### src/rtl/core/assert_macros.svh
`ifndef ASSERT_MACROS_SVH
`define ASSERT_MACROS_SVH

// Condition that must hold at every clock edge out of reset
`define ASSERT_ALWAYS(label, expr, msg) \
	label: assert property (@(posedge clk) disable iff (!arst_n) (expr)) else $error(msg);

// Same-cycle implication
`define ASSERT_IMPLY(label, ante, cons, msg) \
	label: assert property (@(posedge clk) disable iff (!arst_n) (ante) |-> (cons)) \
		else $error(msg);

// Next-cycle implication
`define ASSERT_NEXT(label, ante, cons, msg) \
	label: assert property (@(posedge clk) disable iff (!arst_n) (ante) |=> (cons)) \
		else $error(msg);

`endif

### src/rtl/core/d2q9_pkg.sv
package d2q9_pkg;

	// Word format
	localparam int WORD_BITS  = 24;
	localparam int FRAC_BITS  = 20;
	localparam int DIRECTIONS = 9;
	localparam int RATE_BITS  = 21;

	// Internal widths
	localparam int SUM_W      = WORD_BITS + 4;
	localparam int MOM_W      = WORD_BITS + 3;
	localparam int MAG_W      = WORD_BITS + 2;
	localparam int CMP_W      = 2 * WORD_BITS - FRAC_BITS;
	localparam int REM_W      = MAG_W + FRAC_BITS;
	localparam int DIV_STAGES = WORD_BITS;
	localparam int BIT_IDX_W  = $clog2(WORD_BITS);
	localparam int PROD_W     = 2 * WORD_BITS;
	localparam int SQ_W       = 2 * WORD_BITS - 1;
	localparam int USQ_W      = SQ_W + 1 - FRAC_BITS;
	localparam int HALF_W     = SQ_W - FRAC_BITS - 1;
	localparam int PSUM_W     = USQ_W + 3;
	localparam int TDOT_W     = WORD_BITS + 4;
	localparam int FEQ0_W     = PROD_W - FRAC_BITS;
	localparam int M_W        = FEQ0_W + 2;
	localparam int WT_DIV     = 9;
	localparam int RECIP_SHIFT = M_W + 4;
	localparam int RECIP_W    = RECIP_SHIFT - 3;
	localparam int QEST_W     = M_W - 3;
	localparam int DIFF_W     = WORD_BITS + 1;
	localparam int RPROD_W    = RATE_BITS + 1 + DIFF_W;
	localparam int SCALED_W   = RPROD_W - FRAC_BITS;
	localparam int SAT_W      = 64;

	localparam logic [RECIP_W-1:0] RECIP = RECIP_W'((64'd1 << RECIP_SHIFT) / WT_DIV);

	// APB register map
	localparam int PADDR_W = 3;
	localparam int PDATA_W = 32;
	localparam logic [PADDR_W-3:0] REG_RELAX_RATE = '0;
	localparam logic [RATE_BITS-1:0] RATE_RESET = RATE_BITS'(64'd1 << FRAC_BITS);

	typedef logic signed [WORD_BITS-1:0] word_t;
	typedef logic [DIRECTIONS-1:0][WORD_BITS-1:0] dist_t;

	localparam word_t WORD_MAX = {1'b0, {(WORD_BITS-1){1'b1}}};
	localparam word_t WORD_MIN = {1'b1, {(WORD_BITS-1){1'b0}}};

	// Lattice vectors, order rest, E, N, W, S, NE, NW, SW, SE
	localparam int DIR_X [DIRECTIONS] = '{0, 1, 0, -1, 0, 1, -1, -1, 1};
	localparam int DIR_Y [DIRECTIONS] = '{0, 0, 1, 0, -1, 1, 1, -1, -1};

	typedef enum logic [1:0] {WT_REST, WT_AXIS, WT_DIAG} wclass_t;
	localparam wclass_t WT_CLASS [DIRECTIONS] = '{WT_REST, WT_AXIS, WT_AXIS, WT_AXIS,
		WT_AXIS, WT_DIAG, WT_DIAG, WT_DIAG, WT_DIAG};

	// Node data carried through the divider
	typedef struct packed {
		dist_t f;
		word_t rho;
		logic  neg_x;
		logic  neg_y;
		logic  ovf_x;
		logic  ovf_y;
		logic  pos;
	} div_side_t;

	// Divider working values
	typedef struct packed {
		logic [REM_W-1:0]     rem_x;
		logic [REM_W-1:0]     rem_y;
		logic [WORD_BITS-1:0] q_x;
		logic [WORD_BITS-1:0] q_y;
	} div_work_t;

	// Node values after the velocities are known
	typedef struct packed {
		dist_t f;
		word_t rho;
		word_t ux;
		word_t uy;
	} node_t;

	function automatic word_t sat_word(input logic signed [SAT_W-1:0] x);
		word_t r;
		if (x > SAT_W'(WORD_MAX)) begin
			r = WORD_MAX;
		end else if (x < SAT_W'(WORD_MIN)) begin
			r = WORD_MIN;
		end else begin
			r = x[WORD_BITS-1:0];
		end
		return r;
	endfunction

	// Clamp the quotient magnitude, apply sign, force zero for non-positive density
	function automatic word_t vel_word(input logic [WORD_BITS-1:0] q, input logic neg,
		input logic ovf, input logic pos);
		logic [WORD_BITS-1:0] lim;
		logic [WORD_BITS-1:0] mag;
		word_t r;
		lim = {1'b1, {(WORD_BITS-1){1'b0}}};
		mag = (ovf || q > lim) ? lim : q;
		if (!pos) begin
			r = '0;
		end else if (neg) begin
			r = -$signed(mag);
		end else if (mag == lim) begin
			r = WORD_MAX;
		end else begin
			r = $signed(mag);
		end
		return r;
	endfunction

endpackage

### src/rtl/core/d2q9_div_stage.sv
module d2q9_div_stage (
	input  logic                               clk,
	input  logic                               arst_n,
	input  logic                               en,
	input  logic [d2q9_pkg::BIT_IDX_W-1:0]     bit_idx,
	input  logic                               in_vld,
	input  d2q9_pkg::div_side_t                side_in,
	input  d2q9_pkg::div_work_t                work_in,
	output logic                               out_vld,
	output d2q9_pkg::div_side_t                side,
	output d2q9_pkg::div_work_t                work
);
	import d2q9_pkg::*;

	logic [REM_W-1:0]     dshift;
	logic [WORD_BITS-1:0] qbit;
	div_work_t            nxt;
	logic                 vld_s1;
	div_side_t            side_s1;
	div_work_t            work_s1;

	// One restoring step per component
	always_comb begin
		dshift = REM_W'(side_in.rho[WORD_BITS-2:0]) << bit_idx;
		qbit   = WORD_BITS'(1) << bit_idx;
		nxt    = work_in;
		if (work_in.rem_x >= dshift) begin
			nxt.rem_x = work_in.rem_x - dshift;
			nxt.q_x   = work_in.q_x | qbit;
		end
		if (work_in.rem_y >= dshift) begin
			nxt.rem_y = work_in.rem_y - dshift;
			nxt.q_y   = work_in.q_y | qbit;
		end
	end

	always_ff @(posedge clk or negedge arst_n) begin
		if (!arst_n) begin
			vld_s1 <= 1'b0;
		end else if (en) begin
			vld_s1 <= in_vld;
		end
	end

	always_ff @(posedge clk) begin
		if (en) begin
			side_s1 <= side_in;
			work_s1 <= nxt;
		end
	end

	assign out_vld = vld_s1;
	assign side    = side_s1;
	assign work    = work_s1;

endmodule

### config.mk
export PLATFORM = sky130hd
export DESIGN_NAME = d2q9_div_stage
export DESIGN_NICKNAME = d
export VERILOG_FILES = /design/src/rtl/core/assert_macros.svh /design/src/rtl/core/d2q9_pkg.sv /design/src/rtl/core/d2q9_div_stage.sv
export SDC_FILE = /design/constraint.sdc
export NUM_CORES = 1
export LEC_CHECK = 0
export BUFFER_PORTS_ARGS = -buffer_cell sky130_fd_sc_hd__buf_2
export CAP_MARGIN = 20
export CELL_PAD_IN_SITES_DETAIL_PLACEMENT = 1
export CELL_PAD_IN_SITES_GLOBAL_PLACEMENT = 1
export CORE_AREA = 4 4 301 303
export CTS_CLUSTER_SIZE = 25
export DETAILED_ROUTE_END_ITERATION = 8
export DIE_AREA = 0 0 305 307
export PLACE_DENSITY_LB_ADDON = 0.1
export SETUP_SLACK_MARGIN = 0.5
export SYNTH_ARGS = -nofsm -noshare
export SYNTH_HDL_FRONTEND = slang
export SYNTH_SLANG_ARGS = --single-unit
export TNS_END_PERCENT = 50
### constraint.sdc
create_clock -name clk -period 0.8 [get_ports clk]
set_input_delay 0.16 -clock clk [delete_from_list [all_inputs] [get_ports clk]]
set_output_delay 0.16 -clock clk [all_outputs]
set_load 0.05 [all_outputs]
Yosys cells after proc, flatten, opt, wreduce, memory -nomap -nowiden
Cells that the tools add are included.
{"block": "classes", "n_bitwise": 2, "order_cmp": 2, "mux": 4, "addsub": 2, "shift": 2}
{"op": "greater-or-equal comparator 46 bit", "count": 2}
{"op": "two-way mux 46 bit", "count": 2}
{"op": "subtractor 46 bit", "count": 2}
{"op": "two-way mux 24 bit", "count": 2}
{"op": "OR 24 bit", "count": 2}
{"op": "<< shifter 46 x 5 -> 46 bit", "count": 1}
{"op": "<< shifter 1 x 5 -> 24 bit (first input constant)", "count": 1}
{"block": "totals", "wordCells": 32, "reg_bits": 386, "input_bits": 394}

Logic depth before layout (Yosys ltp)
{"block": "depth", "depth_word": 3, "depth_mapped": 23, "ltp_nobuf": 20}

Least setup slack after synthesis
No wires, ideal clock.
{"block": "synth_timing", "kind": "input -> register", "startpoint": "input port bit_idx[0] (netlist name)", "endpoint": "register work_s1, in the netlist work[52], data pin", "setup_slack_ns": -4.198, "setup_ns": 0.262, "stages": 18, "arrival_ns": 4.736, "cell_sequence": "clkbuf_1 > buf_1 > clkbuf_1 > and3_1 > clkbuf_1 > a21oi_1 > o21ai_0 > mux2i_1 > ha_1 > clkbuf_1 > nand4_1 > or3_1 > or4_1 > nor4_1 > nor4_1 > o41ai_4 > buf_4 > mux2_1"}
{"item": "start, declared", "line": "d2q9_div_stage.sv:5", "rtl": "input logic [d2q9_pkg::BIT_IDX_W-1:0] bit_idx,"}
{"item": "end signal, assigned", "line": "d2q9_div_stage.sv:48", "rtl": "work_s1 <= nxt;"}
{"item": "end, declared", "line": "d2q9_div_stage.sv:20", "rtl": "div_work_t work_s1;"}

==> impl_metrics.env <==
export IMPL_status="finished, violations left"
export IMPL_violations="hold timing, setup timing"
export IMPL_grt_start_max_net_pins=35
export IMPL_fin_worst_skew_ps=0
export IMPL_cts_tree="built"
export IMPL_ant_nets=0
export IMPL_rows=109
export IMPL_dr_total_vias=19800
export IMPL_rr_startpoint="out_vld"
export IMPL_endpoint="work[52]"
export IMPL_pre_cts_slack_ps=-4320
export IMPL_cpMaxStageDelayCell="mux4_2"
export IMPL_grt_pass1_vias=21300
export IMPL_critPathBufInv=6
export IMPL_cts_buffers=46
export IMPL_p_leak_nw=16.6
export IMPL_worstSetupStartpoint="bit_idx[0]"
export IMPL_peakVddDrop_mv=1.61
export IMPL_fin_crit_ps=3790
export IMPL_clock_root_buffer="clkbuf_16"
export IMPL_finalSetupViolations=526
export IMPL_avgSynthCellArea_um2=12.2
export IMPL_antenna_found_initial=35
export IMPL_fin_nets=3553
export IMPL_finalHoldViolCount=339
export IMPL_seq_area_frac_synth=0.590
export IMPL_area_growth_pct=98.1
export IMPL_cp_depth=20
export IMPL_async_flop_share=0.00259
export IMPL_routedWlPerCell_um=26.2
export IMPL_cts_hold_buf=1
export IMPL_initial_core_util=0.223
export IMPL_fmax_ghz=0.264
export IMPL_yosysTopAreaCell="edfxtp_1"
export IMPL_syn_inst=1613
export IMPL_fin_ws_ps=-2990
export IMPL_core_area_mm2=0.0880
export IMPL_slowest_delay_ps=550
export IMPL_fill_cells=9309
export IMPL_synthSimpleGateAreaFrac=0.0959
export IMPL_gp_congestion=0.924
export IMPL_cts_htree_levels=2
export IMPL_r2r_cells=1
export IMPL_ys_flop_type="edfxtp_1"
export IMPL_clk_latency_ps=580
export IMPL_cp_max_fo=8
export IMPL_die_x_um=305
export IMPL_crit_path_start_kind="primary input"
export IMPL_synth_compound_area_frac=0.153
export IMPL_synth_area_mm2=0.0196
export IMPL_ioPinCount=780
export IMPL_hpwl_um=90600
export IMPL_synth_xor_area_share=0.0357
export IMPL_ff2ff_setup_slack_ps=20
export IMPL_cts_buffer_depth=3
export IMPL_hold_class="primary input to flop"
export IMPL_fin_crit_sh=4.74
export IMPL_synthesis_nets=2105
export IMPL_synth_area_mux_share=0.0411
export IMPL_drive_above_1_share=0.639
export IMPL_viasPerCell=4.63
export IMPL_worstPathRequired_ps=1150
export IMPL_relSlewSlack=0.222
export IMPL_endpoint_kind="flop"
export IMPL_final_area_mm2=0.0389
export IMPL_grt_usage=0.226
export IMPL_drc=0
export IMPL_numClockSinks=386
export IMPL_crit_chain="buf_16 -> mux4_2 -> mux2i_2 -> nor2_1 -> a31oi_2 -> nor2_2 -> a21oi_2 -> buf_4 -> ha_4 -> nand2_4 -> or3_4 -> or4_4 -> nor4_4 -> nor4_2 -> buf_4 -> o41ai_4 -> buf_6 -> buf_12 -> buf_6 -> mux2_4"
export IMPL_final_core_util=0.442
export IMPL_crit_arrival_ps=4140
export IMPL_synth_top_area_frac=0.588
export IMPL_die_y_um=307
export IMPL_ys_seq_elements=386
export IMPL_grt_first_pass_wirelength_um=156000
export IMPL_numPortBuffers=779
export IMPL_hold_ws_ps=-275
export IMPL_reg2reg_to="out_vld"
export IMPL_synth_top_family_by_area="compound AO/OA/AOI/OAI gates"
export IMPL_drtIter0Drc=841
export IMPL_stdcell_count=4272
export IMPL_dieArea_mm2=0.0936
export IMPL_synthTopCellsByArea="edfxtp_1 (59%), ha_1 (6.1%), a21oi_1 (5.2%), xnor2_1 (2.5%), nor2_1 (2.4%)"
export IMPL_place_area_mm2=0.0312
export IMPL_synth_edf_count=385
export IMPL_overflow=0
export IMPL_rsz0062_at_grt="true"
export IMPL_drt_pass1_iter_count=5
export IMPL_synth_warnings=0
export IMPL_synth_fa_ha_area_frac=0.0632
export IMPL_dp_cells=4043
export IMPL_p_per_area_mw_per_mm2=2330
export IMPL_routed_wl_um=112000
export IMPL_cp_top_family="simple AND/OR/NAND/NOR gates"
export IMPL_layout_area_seq_mm2=0.0116
export IMPL_yosysUniqueCellTypes=74
export IMPL_tightest_slew_ps=1160
export IMPL_finalMaxSlewViolations=0
export IMPL_clk_pin_slew_worst_paths_ps=60
export IMPL_path_class="primary input to flop"
export IMPL_finalPower_w=0.0908
export IMPL_multi_input_area_mm2=0.0102
export IMPL_cap_viol_max_count=0
placed cells by master (no fill, tap or decap), types with 16 or more instances in the layout:
master	count
a21oi_2	79
a21oi_4	22
ha_1	64
a21oi_1	106
nand4_1	29
buf_2	390
nor2_2	24
nand2_2	18
nor2_1	70
xor2_1	23
inv_1	30
o21ai_2	25
edfxtp_1	385
nor2_4	33
nand2b_1	16
o21ai_0	24
a21o_1	61
nand2_1	91
nand2_4	16
a31o_4	17
ha_4	30
nand3_1	17
o21bai_1	23
buf_8	16
buf_6	314
xnor2_1	50
clkbuf_16	48
buf_12	164
buf_4	568
mux2_4	22
flip-flops by register name (all words and copies together), names as in the netlist:
name,count
work,140
side,245
out_vld,1
what timing repair did:
item / 4_1_cts / 5_1_grt
setup endpoints to repair: 868 / 867
cloned: 13 / 2
gates resized for setup: 796 / 457
buffers inserted: 92 / 27
endpoints found under the hold margin: 358 / 353
pin swaps: 135 / 89
area by class of cell:
| type | count | share of cell area |
|---|---|---|
| Timing Repair Buffer | 1469 | 0.353 |
| Sequential cell | 386 | 0.298 |
| Multi-Input combinational cell | 1121 | 0.263 |
| Tap cell | 1165 | 0.0375 |
| Clock buffer | 49 | 0.0299 |
| Clock inverter | 36 | 0.0149 |
| Inverter | 37 | 0.00363 |
| Antenna cell | 9 | 0.000579 |
cell usage after synthesis (24+ instances only):
| cell type | instances |
|---|---|
| a21oi_1 | 206 |
| o21ai_0 | 52 |
| ha_1 | 96 |
| xor2_1 | 24 |
| nand4_1 | 29 |
| nor2_1 | 126 |
| inv_1 | 34 |
| mux2i_1 | 29 |
| xnor2_1 | 56 |
| a21o_1 | 62 |
| edfxtp_1 | 385 |
| nand2_1 | 125 |
| clkbuf_1 | 42 |
per-layer routing:
metal / share of wire / track usage / vias up
met5: 0.00042 / 0 / -
li1: - / - / 9086
met2: 0.55 / 0.446 / 607
met4: 0.029 / 0.0542 / 6
met1: 0.37 / 0.249 / 9895
met3: 0.051 / 0.0424 / 171
how the worst min path moves through the flow:
stage | from | end | cells after the start
after floorplan | arst_n | out_vld | 0
after global placement | arst_n | out_vld | 1
after detailed placement | arst_n | out_vld | 1
after CTS | side_in[166] | side[166] | 1
after global routing | side_in[213] | side[213] | 1
final | side_in[177] | side[177] | 1
stage by stage:
step / hold slack, ps / TNS, ps
floorplan: -136 / -440070
global placement: -64.0 / -653780
detailed placement: -59.0 / -667140
CTS: -315 / -618570
global route: -312 / -634220
finish: -275 / -603640
cell families (layout without fill, tap and decap cells):
family          after synthesis  count (layout)
compound gates              474             474
xor+xnor                     80              80
fa+ha+maj                    98              98
buf+inv                     106            1591
flops                       386             386
mux                          65              65
other cells                   0               9
simple gates                404             404
where the power goes:
group	internal [W]	switching [W]	leakage [nW]
logic	0.0185	0.0213	12.0
registers	0.0250	0.00156	3.78
clock network	0.0152	0.00930	0.843
total	0.0587	0.0321	16.6
No activity file was read; power rests on OpenSTA's default activity.
