**config.mk**
```make
export PLATFORM = sky130hd
export DESIGN_NAME = d2q9_moments
export DESIGN_NICKNAME = d
export VERILOG_FILES = /design/src/rtl/core/assert_macros.svh /design/src/rtl/core/d2q9_pkg.sv /design/src/rtl/core/d2q9_moments.sv
export SDC_FILE = /design/constraint.sdc
export NUM_CORES = 1
export LEC_CHECK = 0
export BUFFER_PORTS_ARGS = -buffer_cell sky130_fd_sc_hd__buf_4
export CAP_MARGIN = 20
export CELL_PAD_IN_SITES_DETAIL_PLACEMENT = 0
export CELL_PAD_IN_SITES_GLOBAL_PLACEMENT = 2
export CORE_ASPECT_RATIO = 1.4
export CORE_MARGIN = 8
export CORE_UTILIZATION = 38
export CTS_BUF_LIST = sky130_fd_sc_hd__clkbuf_16
export CTS_CLUSTER_SIZE = 28
export DETAILED_ROUTE_END_ITERATION = 16
export HOLD_SLACK_MARGIN = 0.1
export PLACE_DENSITY = 0.82
export SETUP_SLACK_MARGIN = 0.15
export SLEW_MARGIN = 20
export SYNTH_ARGS = -nofsm -noshare
export SYNTH_HDL_FRONTEND = slang
export SYNTH_SLANG_ARGS = --single-unit
```
**constraint.sdc**
```tcl
create_clock -name clk -period 4.6 [get_ports clk]
set_input_delay 0.23 -clock clk [delete_from_list [all_inputs] [get_ports clk]]
set_output_delay 0.23 -clock clk [all_outputs]
set_load 0.02 [all_outputs]
```
**src/rtl/core/assert_macros.svh**
```systemverilog
`ifndef ASSERT_MACROS_SVH
`define ASSERT_MACROS_SVH

// Condition that must hold at every clock edge out of reset
`define ASSERT_ALWAYS(label, expr, msg) \
	label: assert property (@(posedge clk) disable iff (!arst_n) (expr)) else $error(msg);

// Same-cycle implication
`define ASSERT_IMPLY(label, ante, cons, msg) \
	label: assert property (@(posedge clk) disable iff (!arst_n) (ante) |-> (cons)) \
		else $error(msg);

// Next-cycle implication
`define ASSERT_NEXT(label, ante, cons, msg) \
	label: assert property (@(posedge clk) disable iff (!arst_n) (ante) |=> (cons)) \
		else $error(msg);

`endif

```
**src/rtl/core/d2q9_pkg.sv**
```systemverilog
package d2q9_pkg;

	// Word format
	localparam int WORD_BITS  = 24;
	localparam int FRAC_BITS  = 20;
	localparam int DIRECTIONS = 9;
	localparam int RATE_BITS  = 21;

	// Internal widths
	localparam int SUM_W      = WORD_BITS + 4;
	localparam int MOM_W      = WORD_BITS + 3;
	localparam int MAG_W      = WORD_BITS + 2;
	localparam int CMP_W      = 2 * WORD_BITS - FRAC_BITS;
	localparam int REM_W      = MAG_W + FRAC_BITS;
	localparam int DIV_STAGES = WORD_BITS;
	localparam int BIT_IDX_W  = $clog2(WORD_BITS);
	localparam int PROD_W     = 2 * WORD_BITS;
	localparam int SQ_W       = 2 * WORD_BITS - 1;
	localparam int USQ_W      = SQ_W + 1 - FRAC_BITS;
	localparam int HALF_W     = SQ_W - FRAC_BITS - 1;
	localparam int PSUM_W     = USQ_W + 3;
	localparam int TDOT_W     = WORD_BITS + 4;
	localparam int FEQ0_W     = PROD_W - FRAC_BITS;
	localparam int M_W        = FEQ0_W + 2;
	localparam int WT_DIV     = 9;
	localparam int RECIP_SHIFT = M_W + 4;
	localparam int RECIP_W    = RECIP_SHIFT - 3;
	localparam int QEST_W     = M_W - 3;
	localparam int DIFF_W     = WORD_BITS + 1;
	localparam int RPROD_W    = RATE_BITS + 1 + DIFF_W;
	localparam int SCALED_W   = RPROD_W - FRAC_BITS;
	localparam int SAT_W      = 64;

	localparam logic [RECIP_W-1:0] RECIP = RECIP_W'((64'd1 << RECIP_SHIFT) / WT_DIV);

	// APB register map
	localparam int PADDR_W = 3;
	localparam int PDATA_W = 32;
	localparam logic [PADDR_W-3:0] REG_RELAX_RATE = '0;
	localparam logic [RATE_BITS-1:0] RATE_RESET = RATE_BITS'(64'd1 << FRAC_BITS);

	typedef logic signed [WORD_BITS-1:0] word_t;
	typedef logic [DIRECTIONS-1:0][WORD_BITS-1:0] dist_t;

	localparam word_t WORD_MAX = {1'b0, {(WORD_BITS-1){1'b1}}};
	localparam word_t WORD_MIN = {1'b1, {(WORD_BITS-1){1'b0}}};

	// Lattice vectors, order rest, E, N, W, S, NE, NW, SW, SE
	localparam int DIR_X [DIRECTIONS] = '{0, 1, 0, -1, 0, 1, -1, -1, 1};
	localparam int DIR_Y [DIRECTIONS] = '{0, 0, 1, 0, -1, 1, 1, -1, -1};

	typedef enum logic [1:0] {WT_REST, WT_AXIS, WT_DIAG} wclass_t;
	localparam wclass_t WT_CLASS [DIRECTIONS] = '{WT_REST, WT_AXIS, WT_AXIS, WT_AXIS,
		WT_AXIS, WT_DIAG, WT_DIAG, WT_DIAG, WT_DIAG};

	// Node data carried through the divider
	typedef struct packed {
		dist_t f;
		word_t rho;
		logic  neg_x;
		logic  neg_y;
		logic  ovf_x;
		logic  ovf_y;
		logic  pos;
	} div_side_t;

	// Divider working values
	typedef struct packed {
		logic [REM_W-1:0]     rem_x;
		logic [REM_W-1:0]     rem_y;
		logic [WORD_BITS-1:0] q_x;
		logic [WORD_BITS-1:0] q_y;
	} div_work_t;

	// Node values after the velocities are known
	typedef struct packed {
		dist_t f;
		word_t rho;
		word_t ux;
		word_t uy;
	} node_t;

	function automatic word_t sat_word(input logic signed [SAT_W-1:0] x);
		word_t r;
		if (x > SAT_W'(WORD_MAX)) begin
			r = WORD_MAX;
		end else if (x < SAT_W'(WORD_MIN)) begin
			r = WORD_MIN;
		end else begin
			r = x[WORD_BITS-1:0];
		end
		return r;
	endfunction

	// Clamp the quotient magnitude, apply sign, force zero for non-positive density
	function automatic word_t vel_word(input logic [WORD_BITS-1:0] q, input logic neg,
		input logic ovf, input logic pos);
		logic [WORD_BITS-1:0] lim;
		logic [WORD_BITS-1:0] mag;
		word_t r;
		lim = {1'b1, {(WORD_BITS-1){1'b0}}};
		mag = (ovf || q > lim) ? lim : q;
		if (!pos) begin
			r = '0;
		end else if (neg) begin
			r = -$signed(mag);
		end else if (mag == lim) begin
			r = WORD_MAX;
		end else begin
			r = $signed(mag);
		end
		return r;
	endfunction

endpackage

```
**src/rtl/core/d2q9_moments.sv**
```systemverilog
module d2q9_moments (
	input  logic                  clk,
	input  logic                  arst_n,
	input  logic                  en,
	input  logic                  in_vld,
	input  d2q9_pkg::dist_t       f,
	output logic                  out_vld,
	output d2q9_pkg::div_side_t   side,
	output d2q9_pkg::div_work_t   work
);
	import d2q9_pkg::*;

	logic signed [SUM_W-1:0] sum;
	logic signed [MOM_W-1:0] mx, my;
	logic                    vld_s1;
	dist_t                   f_s1;
	word_t                   rho_s1;
	logic signed [MOM_W-1:0] mx_s1, my_s1;
	logic [MAG_W-1:0]        mag_x, mag_y;
	logic [CMP_W-1:0]        rho_lim;
	logic                    vld_s2;
	div_side_t               side_s2;
	div_work_t               work_s2;

	// Density and momentum sums
	always_comb begin
		sum = '0;
		mx  = '0;
		my  = '0;
		for (int k = 0; k < DIRECTIONS; k++) begin
			sum = sum + SUM_W'($signed(f[k]));
			if (DIR_X[k] == 1) begin
				mx = mx + MOM_W'($signed(f[k]));
			end else if (DIR_X[k] == -1) begin
				mx = mx - MOM_W'($signed(f[k]));
			end
			if (DIR_Y[k] == 1) begin
				my = my + MOM_W'($signed(f[k]));
			end else if (DIR_Y[k] == -1) begin
				my = my - MOM_W'($signed(f[k]));
			end
		end
	end

	always_ff @(posedge clk or negedge arst_n) begin
		if (!arst_n) begin
			vld_s1 <= 1'b0;
		end else if (en) begin
			vld_s1 <= in_vld;
		end
	end

	always_ff @(posedge clk) begin
		if (en) begin
			f_s1   <= f;
			rho_s1 <= sat_word(SAT_W'(sum));
			mx_s1  <= mx;
			my_s1  <= my;
		end
	end

	// Split sign and magnitude, detect quotients beyond the word
	always_comb begin
		mag_x   = MAG_W'(mx_s1 < 0 ? -mx_s1 : mx_s1);
		mag_y   = MAG_W'(my_s1 < 0 ? -my_s1 : my_s1);
		rho_lim = CMP_W'(rho_s1[WORD_BITS-2:0]) << (WORD_BITS - FRAC_BITS);
	end

	always_ff @(posedge clk or negedge arst_n) begin
		if (!arst_n) begin
			vld_s2 <= 1'b0;
		end else if (en) begin
			vld_s2 <= vld_s1;
		end
	end

	always_ff @(posedge clk) begin
		if (en) begin
			side_s2.f     <= f_s1;
			side_s2.rho   <= rho_s1;
			side_s2.neg_x <= mx_s1 < 0;
			side_s2.neg_y <= my_s1 < 0;
			side_s2.ovf_x <= CMP_W'(mag_x) >= rho_lim;
			side_s2.ovf_y <= CMP_W'(mag_y) >= rho_lim;
			side_s2.pos   <= rho_s1 > 0;
			work_s2.rem_x <= REM_W'(mag_x) << FRAC_BITS;
			work_s2.rem_y <= REM_W'(mag_y) << FRAC_BITS;
			work_s2.q_x   <= '0;
			work_s2.q_y   <= '0;
		end
	end

	assign out_vld = vld_s2;
	assign side    = side_s2;
	assign work    = work_s2;

endmodule

```
Word-level counts from Yosys, hierarchy flattened
Index checks and enable logic that the tools add are counted.
{"block": "totals", "ram_bits": 0, "romBits": 0, "mem_count": 0, "inputBits": 220, "elab_cells": 61, "out_inout_bits": 386, "latch_bits": 0, "ff_bits": 593}
{"block": "classes", "n_div": 0, "bitwise": 0, "mux": 3, "n_lt_le_gt_ge": 7, "shifts": 0, "n_addsub": 20, "n_mul": 0, "n_reduce_logical": 0, "n_eq_ne": 0}
{"op": "adder 28 x 24 -> 28 bit", "n": 4}
{"op": "subtractor 27 x 24 -> 27 bit", "n": 3}
{"op": "adder 25 x 24 -> 26 bit", "n": 3}
{"op": ">= comparator 26 x 28 -> 1 bit", "n": 2}
{"op": "adder 26 x 24 -> 27 bit", "n": 2}
{"op": "< comparator 27 x 1 -> 1 bit, second input constant", "n": 2}
{"op": "2-to-1 mux 26 bit", "n": 2}
{"op": "negation 26 bit", "n": 2}
{"op": "subtractor 24 x 24 -> 25 bit", "n": 2}
{"op": "adder 27 x 24 -> 28 bit", "n": 1}
{"op": "> comparator 28 x 24 -> 1 bit, second input constant", "n": 1}
{"op": "< comparator 28 x 24 -> 1 bit, second input constant", "n": 1}
{"op": "adder 27 x 24 -> 27 bit", "n": 1}
{"op": "subtractor 26 x 24 -> 27 bit", "n": 1}
{"op": "adder 24 x 24 -> 25 bit", "n": 1}
{"op": "> comparator 24 x 1 -> 1 bit, second input constant", "n": 1}
{"op": "2-to-1 mux 24 bit", "n": 1}

Longest topological paths before layout
Gate-level depths: netlist of the first run.
{"block": "depth", "depth_word": 10, "mapped_depth": 20, "mapped_depth_nobuf": 19}

Worst setup path before layout of the first run
OpenSTA, ideal clock, no wires.
{"block": "synth_timing", "path_type": "in2reg", "startpoint": "input port f[2] (netlist bit)", "endpoint": "register rho_s1[4], data pin", "path_stages": 20, "setup_ns": 0.259, "setup_slack_ns": -0.866, "t_arrival_ns": 5.208, "path_buffers": 1, "t_required_ns": 4.341, "cell_sequence": "inv_1 fa_1 inv_1 fa_1 fa_1 inv_1 fa_1 inv_1 ha_1 fa_1 a211oi_1 o21ai_1 a31o_2 a221o_1 a31oi_1 a41o_1 o21ai_1 o31ai_4 buf_4 o21ai_1"}
{"block": "synth_via", "elab_chain_cells": 10, "word_cells_on_any_way": 11, "cone_classes": "8 x add/sub; 2 x order compare; 1 x mux"}
{"item": "start, declared", "line_no": "d2q9_moments.sv:6", "text": "input d2q9_pkg::dist_t f,"}
{"item": "adder 24 x 24 -> 25 bit (*)", "line_no": "d2q9_moments.sv:31", "text": "sum = sum + SUM_W'($signed(f[k]));"}
{"item": "adder 25 x 24 -> 26 bit (*)", "line_no": "d2q9_moments.sv:31"}
{"item": "adder 26 x 24 -> 27 bit (*)", "line_no": "d2q9_moments.sv:31"}
{"item": "adder 27 x 24 -> 28 bit (*)", "line_no": "d2q9_moments.sv:31"}
{"item": "adder 28 x 24 -> 28 bit (*) (4 in series)", "line_no": "d2q9_moments.sv:31"}
{"item": "< comparator 28 x 24 -> 1 bit", "line_no": "d2q9_pkg.sv:87", "text": "end else if (x < SAT_W'(WORD_MIN)) begin"}
{"item": "2-to-1 mux 24 bit", "line_no": "d2q9_pkg.sv:87"}
{"item": "end signal, assigned", "line_no": "d2q9_moments.sv:56", "text": "rho_s1 <= sat_word(SAT_W'(sum));"}
{"item": "end, declared", "line_no": "d2q9_moments.sv:17", "text": "word_t rho_s1;"}
Mark *: on every way between the ends. The rest lies on a longest branch, timed or not.
A chain may end at the register's enable or synchronous reset.

Worst setup path after layout of the first run
{"block": "layout_timing", "startpoint": "input port f[50] (netlist bit)", "endpoint": "register rho_s1[6], data pin"}
{"block": "layout_via", "elab_chain_cells": 9, "word_cells_on_any_way": 10, "cone_classes": "7 x add/sub; 2 x order compare; 1 x mux"}
{"item": "adder 25 x 24 -> 26 bit (*)", "line_no": "d2q9_moments.sv:31"}
{"item": "adder 26 x 24 -> 27 bit (*)", "line_no": "d2q9_moments.sv:31"}
{"item": "adder 27 x 24 -> 28 bit (*)", "line_no": "d2q9_moments.sv:31"}
{"item": "adder 28 x 24 -> 28 bit (*) (4 in series)", "line_no": "d2q9_moments.sv:31"}
{"item": "< comparator 28 x 24 -> 1 bit", "line_no": "d2q9_pkg.sv:87"}
{"item": "2-to-1 mux 24 bit", "line_no": "d2q9_pkg.sv:87"}
Marked as above.

==> metrics.md, run 1 <==
| Metric | Value |
|---|---|
| Initial antenna violation count | 0 |
| Worst Hold Path EP | side[37] |
| Worst path max stage delay | 0.53 ns |
| Ys Warns | 0 |
| ANT nets after route | 0 |
| Post-synth cell types | 66 |
| Relative slew slack | 0.374 |
| Static Leakage | 0.0202 uW |
| Power, Total | 37300 uW |
| First-pass GRT wire length | 148000 um |
| Synth top cells by count | edfxtp_1 (591), inv_1 (479), fa_1 (367), ha_1 (128), xnor2_1 (95) |
| Post-synth ARST share | 0.00337 |
| Reg2Reg Depth | 21 |
| Area share of the largest cell type after synthesis | 0.531 |
| CP Data Arrival Time | 5.19 ns |
| Max-Cap Viols | 0 |
| Fin crit share | 1.05 |
| Register area share after synthesis | 0.533 |
| Status | finished with violations |
| # setup viols final | 24 |
| CP delay by family, top | adder cells |
| Initial core utilization | 0.383 |
| Detailed Place HPWL | 79400 um |
| Via-to-Cell Ratio | 4.60 |
| Cells along the critical path | buf_8 -> inv_8 -> fa_1 -> inv_1 -> fa_1 -> fa_1 -> inv_1 -> fa_1 -> inv_2 -> ha_4 -> fa_2 -> a211oi_4 -> o21ai_2 -> a31o_4 -> a221o_1 -> a31oi_4 -> a41o_1 -> o21ai_4 -> o31ai_4 -> buf_6 -> buf_12 -> o21ai_1 |
| HP Start | en |
| Cells after Synth | 2306 |
| Failing checks | negative setup slack |
| Crit start category | input pin |
| Worst path most repeated cell | fa_1 |
| Initial detailed-routing violation count | 1272 |
| Layout cell share with drive strength beyond 1 | 0.304 |
| #FFs+latches synth | 593 |
| Final min period | 4.81 ns |
| Post-route insts no fill | 4691 |
| Util after Layout | 0.529 |
| Nets | 4184 |
| Ranking of synthesized cells by area | edfxtp_1 (53%), fa_1 (22%), inv_1 (5.4%), ha_1 (4.8%), xnor2_1 (2.5%) |
| Min-delay worst type | input pin to flop |
| Clock root buffer | clkbuf_16 |
| CTS Sinks | 593 |
| Clock Latency Late Sink | 0.65 ns |
| Inst Count DP | 4345 |
| EDFF count, synth | 591 |
| Most common cell in the netlist | edfxtp_1 |
| Total core area | 87100 um2 |
| Worst VDD drop | 1.26 mV |
| Reg2reg start | mx_s1[1] |
| Area growth syn-to-layout | 38.1% |
| DIE HEIGHT | 367 um |
| Crit path max fanout | 12 |
| Netlist Area Pre-Place | 33400 um2 |
| Power density cells | 809 nW/um2 |
| Gr usage total | 0.199 |
| First-pass DRT Iterations | 5 |
| Sum of buffers and inverters on the critical path | 7 |
| Largest net degree at the start of global routing | 112 |
| Critical Path Sink Type | flop |
| Mapped Avg Cell Area | 14.5 um2 |
| Die ar. | 97800 um2 |
| Max Transition Viols Final | 0 |
| F_max | 0.208 GHz |
| Clock Tree Buf Depth | 3 |
| Reg clk slew, reported paths | 0.06 ns |
| Port Buf Inserts | 517 |
| DIE WIDTH | 267 um |
| Drt drc | 0 |
| Row count | 128 |
| Yosys top cell by area | edfxtp_1 |
| # H-tree levels | 2 |
| Num CTS Buffers | 61 |
| Final hold vios | 0 |
| Drt wl/cell | 20.9 um |
| GP Congestion | 0.863 |
| GRT overflow | 0 |
| CTS tree | yes |
| CP max-delay cell | fa_1 |
| Critical Path RT | 4.98 ns |
| Hold Path Depth | 1 |
| Drt total wl | 98000 um |
| Worst Max-Slew Pin Slew | 0.939 ns |
| RSZ-0062 raised after global routing | yes |
| Top_reg_cell synth | edfxtp_1 |
| Final Skew | 0.0176 ns |
| Filler cells | 7387 |
| FF-to-FF setup slack | -0.06 ns |
| Critical R2R Capture | side[2] |
| Vias in the first global route | 24.6k |
| Setup ws final | -0.209 ns |
| Crit path kind | input pin to flop |
| Boundary Pins | 606 |
| Diode count | 0 |
| Via count | 21.6k |
==> power breakdown <==
| part | total (uW) | switching, uW | internal (uW) |
|---|---|---|---|
| sequential | 8620 | 618 | 8000 |
| combinational | 23400 | 12500 | 10900 |
| clock | 5240 | 2160 | 3080 |
==> per-stage QoR <==
stage / instance area, um2 / hold WS, ns / setup TNS [ns] / worst slack (ns)
global route: 46100 / 0.151 / -7.18 / -0.323
CTS: 45900 / 0.149 / -2.99 / -0.137
detailed placement: 41400 / 0.0155 / -26.17 / -0.933
floorplan: 34000 / -0.0656 / -8.69 / -0.393
global placement: 41400 / 0.0123 / -24.18 / -0.877
finish: 46100 / 0.147 / -4.42 / -0.209
==> worst max-delay path by stage <==
stage                     start    endpoint  slack, ns  depth (start not counted)
after global placement    f[50]  rho_s1[21]      -0.88                         21
after CTS                 f[50]  rho_s1[13]      -0.14                         22
after detailed placement  f[25]   rho_s1[6]      -0.93                         19
after global routing      f[50]   rho_s1[6]      -0.32                         22
final                     f[50]   rho_s1[6]      -0.21                         22
after floorplan           f[50]   rho_s1[9]      -0.39                         20
==> worst register-to-register path, cell delays in order, from the launching register on <==
cell	delay, ns
edfxtp_1	0.40
inv_1	0.09
buf_4	0.11
ha_1	0.16
nand2_1	0.08
or3_4	0.38
or2_2	0.35
or3_1	0.40
or2_2	0.34
o41ai_4	0.24
buf_6	0.18
nand2_1	0.09
xor2_2	0.16
ha_1	0.30
a21oi_1	0.15
nor2b_1	0.07
o21ai_0	0.17
nand2b_1	0.08
a21oi_1	0.17
nor2_2	0.09
a41oi_2	0.29
nor3_2	0.11
==> sequential cells by signal (all words and copies together) (netlist names) <==
name     cells
my_s1       27
side       245
out_vld      1
vld_s1       1
rho_s1      24
mx_s1       27
work        52
f_s1       216
==> cells in the final DEF, fill, tap and decap left out, drive strengths merged, types with 8 or more instances in the layout <==
cell type / Yosys / routed
buf: 93 / 901
edfxtp: 591 / 591
inv: 479 / 492
fa: 367 / 367
dlygate4sd3: 0 / 219
ha: 128 / 128
xnor2: 95 / 95
conb: 1 / 88
o21ai: 87 / 87
a21oi: 71 / 71
clkbuf: 14 / 61
nand2: 48 / 48
a21o: 41 / 41
nor2: 37 / 37
clkinv: 0 / 26
o31ai: 25 / 25
nand3: 21 / 21
xor2: 21 / 21
or3: 15 / 15
nor3: 14 / 14
nor2b: 13 / 13
o21bai: 13 / 13
nand2b: 12 / 12
bufinv: 0 / 12
a211oi: 10 / 10
nand4: 9 / 9
nor4: 9 / 9
and3: 8 / 8
o41ai: 8 / 8
a31oi: 8 / 8
==> final cells by class <==
class / count / area, um2 / share of cell area
Inverter: 479 / 1810 / 0.0392
Clock inverter: 54 / 576 / 0.0125
Tap cell: 1170 / 1460 / 0.0317
Clock buffer: 61 / 1530 / 0.0331
Sequential cell: 593 / 17800 / 0.386
Timing Repair Buffer: 1120 / 9110 / 0.198
Multi-Input combinational cell: 1214 / 13800 / 0.300
==> cells by family after synthesis <==
family / synth area share
other: 0.000112
AND/OR/NAND/NOR: 0.0326
AO/OA/AOI/OAI: 0.0588
adder cells (fa/ha/maj): 0.268
buffers and inverters: 0.0761
XOR/XNOR: 0.0304
flip-flops: 0.533
multiplexers: 0.000974
==> layer usage <==
layer,GRT usage,up-vias,routed length [um]
met4,0.0692,0,3670
met3,0.0526,156,6720
li1,-,9938,-
met1,0.216,10828,35000
met5,0,-,0
met2,0.370,647,52600
==> timing repair <==
action                                 CTS  global route
cloned                                   1             0
buffers inserted                         5             6
hold buffers                           219             0
gates resized for setup                 26            39
setup endpoints to repair               25            38
endpoints found under the hold margin  221             0
pin swaps                               18            22
Note: power is estimated with default switching activity, not from simulation.
==> run 2, diff against run 1 <==
Settings changed: SKIP_LAST_GASP set to 1.
==> run 2 against run 1 <==
The run still ends with negative setup slack left. Wire length grew 0.25%. Clock skew shrank 0.0011 ns. Maximum frequency shrank 0.51%. Final cell count grew 0.23%. Total power grew 5.0%. Die area is the same. Global-route usage is essentially flat. Sequential power is essentially flat. Sequential share of layout area shrank 0.27 points. Non-clock buffer count grew 11.
==> metrics.md, run 2 (synthesized netlist as in run 1, its figures left out) <==
| Metric | Value |
|---|---|
| Crit path max fanout | 6 (-6) |
| Crit start category | input pin |
| Drt total wl | 98200 um (+0.25%) |
| Nets | 4195 (+0.26%) |
| Total core area | 87100 um2 (unchanged) |
| CTS tree | yes |
| Critical Path RT | 4.98 ns (about the same) |
| Area of the multi-input gates | 14000 um2 (+1.4%) |
| CTS Sinks | 593 (unchanged) |
| Num CTS Buffers | 61 (unchanged) |
| Storage element area | 17800 um2 (unchanged) |
| Worst Max-Slew Pin Slew | 0.908 ns (-0.0311 ns) |
| DIE WIDTH | 267 um (unchanged) |
| Max reg flops | 245 (unchanged) |
| Row count | 128 (unchanged) |
| Worst path most repeated cell | fa_1 |
| Leading cell type in the layout, fill and taps excluded | buf_4 |
| Cells along the critical path | buf_8 -> inv_8 -> fa_1 -> inv_1 -> fa_1 -> fa_1 -> inv_1 -> fa_1 -> inv_2 -> ha_4 -> fa_2 -> a211oi_4 -> o21ai_2 -> a31o_4 -> a221o_1 -> a31oi_4 -> a41o_1 -> o21ai_4 -> o31ai_4 -> buf_6 -> buf_12 -> o21ai_1 |
| Diode count | 0 (unchanged) |
| Layout cell share with drive strength beyond 1 | 0.317 (+0.0129) |
| Power density cells | 844 nW/um2 (+4.3%) |
| Final hold vios | 0 (unchanged) |
| Worst path max stage delay | 0.53 ns (about the same) |
| Most frequent cells in the layout | buf_4 (890), edfxtp_1 (591), inv_1 (475) |
| CP Data Arrival Time | 5.22 ns (+0.03 ns) |
| Critical Path Sink Type | flop |
| Status | finished with violations |
| Final min period | 4.83 ns (+0.0246 ns) |
| Crit path kind | input pin to flop |
| Clock Tree Buf Depth | 3 (unchanged) |
| Max Transition Viols Final | 0 (unchanged) |
| Static Leakage | 0.0203 uW (+0.66%) |
| Vias in the first global route | 24.5k (-0.20%) |
| ANT nets after route | 0 (unchanged) |
| Gr usage total | 0.199 (about the same) |
| Via count | 21.6k (+0.014%) |
| Largest net degree at the start of global routing | 112 (unchanged) |
| Drt drc | 0 (unchanged) |
| # setup viols final | 23 (-4.2%) |
| Sum of buffers and inverters on the critical path | 7 (unchanged) |
| Drt wl/cell | 20.9 um (about the same) |
| F_max | 0.207 GHz (-0.51%) |
| Boundary Pins | 606 (unchanged) |
| Area growth syn-to-layout | 39.1% |
| Fin crit share | 1.05 (+0.00535) |
| # H-tree levels | 2 (unchanged) |
| RSZ-0062 raised after global routing | yes |
| Initial antenna violation count | 0 (unchanged) |
| CP max-delay cell | fa_1 |
| GP Congestion | 0.863 (unchanged) |
| Design area | 46400 um2 (+0.70%) |
| Failing checks | negative setup slack |
| First-pass DRT Iterations | 5 (unchanged) |
| Reg clk slew, reported paths | 0.06 ns (about the same) |
| Detailed Place HPWL | 79400 um (unchanged) |
| Clock root buffer | clkbuf_16 |
| CP delay by family, top | adder cells |
| Clock Latency Late Sink | 0.65 ns (about the same) |
| Final Skew | 0.0165 ns (-0.00111 ns) |
| Max-Cap Viols | 0 (unchanged) |
| Initial detailed-routing violation count | 1252 (-1.6%) |
| Initial core utilization | 0.383 (unchanged) |
| GRT overflow | 0 (unchanged) |
| Relative slew slack | 0.395 (+0.0207) |
| DIE HEIGHT | 367 um (unchanged) |
| Port Buf Inserts | 517 (unchanged) |
| Hold slack | 0.155 ns (+0.00794 ns) |
| Setup ws final | -0.233 ns (-0.0246 ns) |
| First-pass GRT wire length | 148000 um (+0.22%) |
| Die ar. | 97800 um2 (unchanged) |
| Placed inst area | 41400 um2 (unchanged) |
| Min-delay worst type | input pin to flop |
| Filler cells | 7366 (-0.28%) |
| Via-to-Cell Ratio | 4.59 (-0.22%) |
| Worst VDD drop | 1.50 mV (+19%) |
-- run 2: timing repair --
item,in CTS,in global routing
setup endpoints to repair,25,38
buffers inserted,5,15
gates cloned,1,2
resized for setup,18,96
endpoints found under the hold margin,221,0
pin swaps,18,44
hold buffers,219,0
-- run 2: stage by stage --
| step | utilization | setup WS [ns] | setup TNS (ns) | instances | total power [uW] |
|---|---|---|---|---|---|
| 2_1_floorplan | - | -0.393 | -8.69 | 2393 | 21400 |
| 3_3_place_gp | 0.475 | -0.877 | -24.18 | 4345 | 30100 |
| 3_5_place_dp | 0.475 | -0.933 | -26.17 | 4345 | 30400 |
| 4_1_cts | 0.526 | -0.172 | -3.80 | 4685 | 37100 |
| 5_1_grt | 0.533 | -0.349 | -7.48 | 4702 | 41900 |
| 6_report | 0.533 | -0.233 | -4.88 | 4702 | 39200 |
-- run 2: cell type report --
type	instances	share of cell area
inverters	479	0.0389
flip-flops and latches	593	0.383
well taps	1170	0.0315
clock buffers	61	0.0329
multi-input cells	1214	0.302
repair buffers	1131	0.199
clock inverters	54	0.0124
-- run 2: report_power, final --
group	total [uW]	switching [uW]	internal, uW
combinational	25300	13400	11900
sequential	8640	634	8010
clock	5250	2170	3080
-- run 2: worst paths after layout --
path                           start   endpoint  slack, ns  cells past startpoint
setup / recovery               f[50]  rho_s1[6]      -0.23                     22
setup reg to reg            mx_s1[1]    side[2]       0.12                     21
max in group asynchronous     arst_n    out_vld       4.01                      3
hold reg to reg            f_s1[209]  side[238]       0.41                      0
hold / removal                    en   side[37]       0.15                      1
min in group asynchronous     arst_n     vld_s1       0.46                      3
-- run 2: layer usage --
layer,vias up,part of all wire,track usage
met2,605,0.55,0.381
met1,10883,0.36,0.217
met4,0,0.024,0.0464
met5,-,0,0
li1,9972,-,-
met3,112,0.066,0.0503
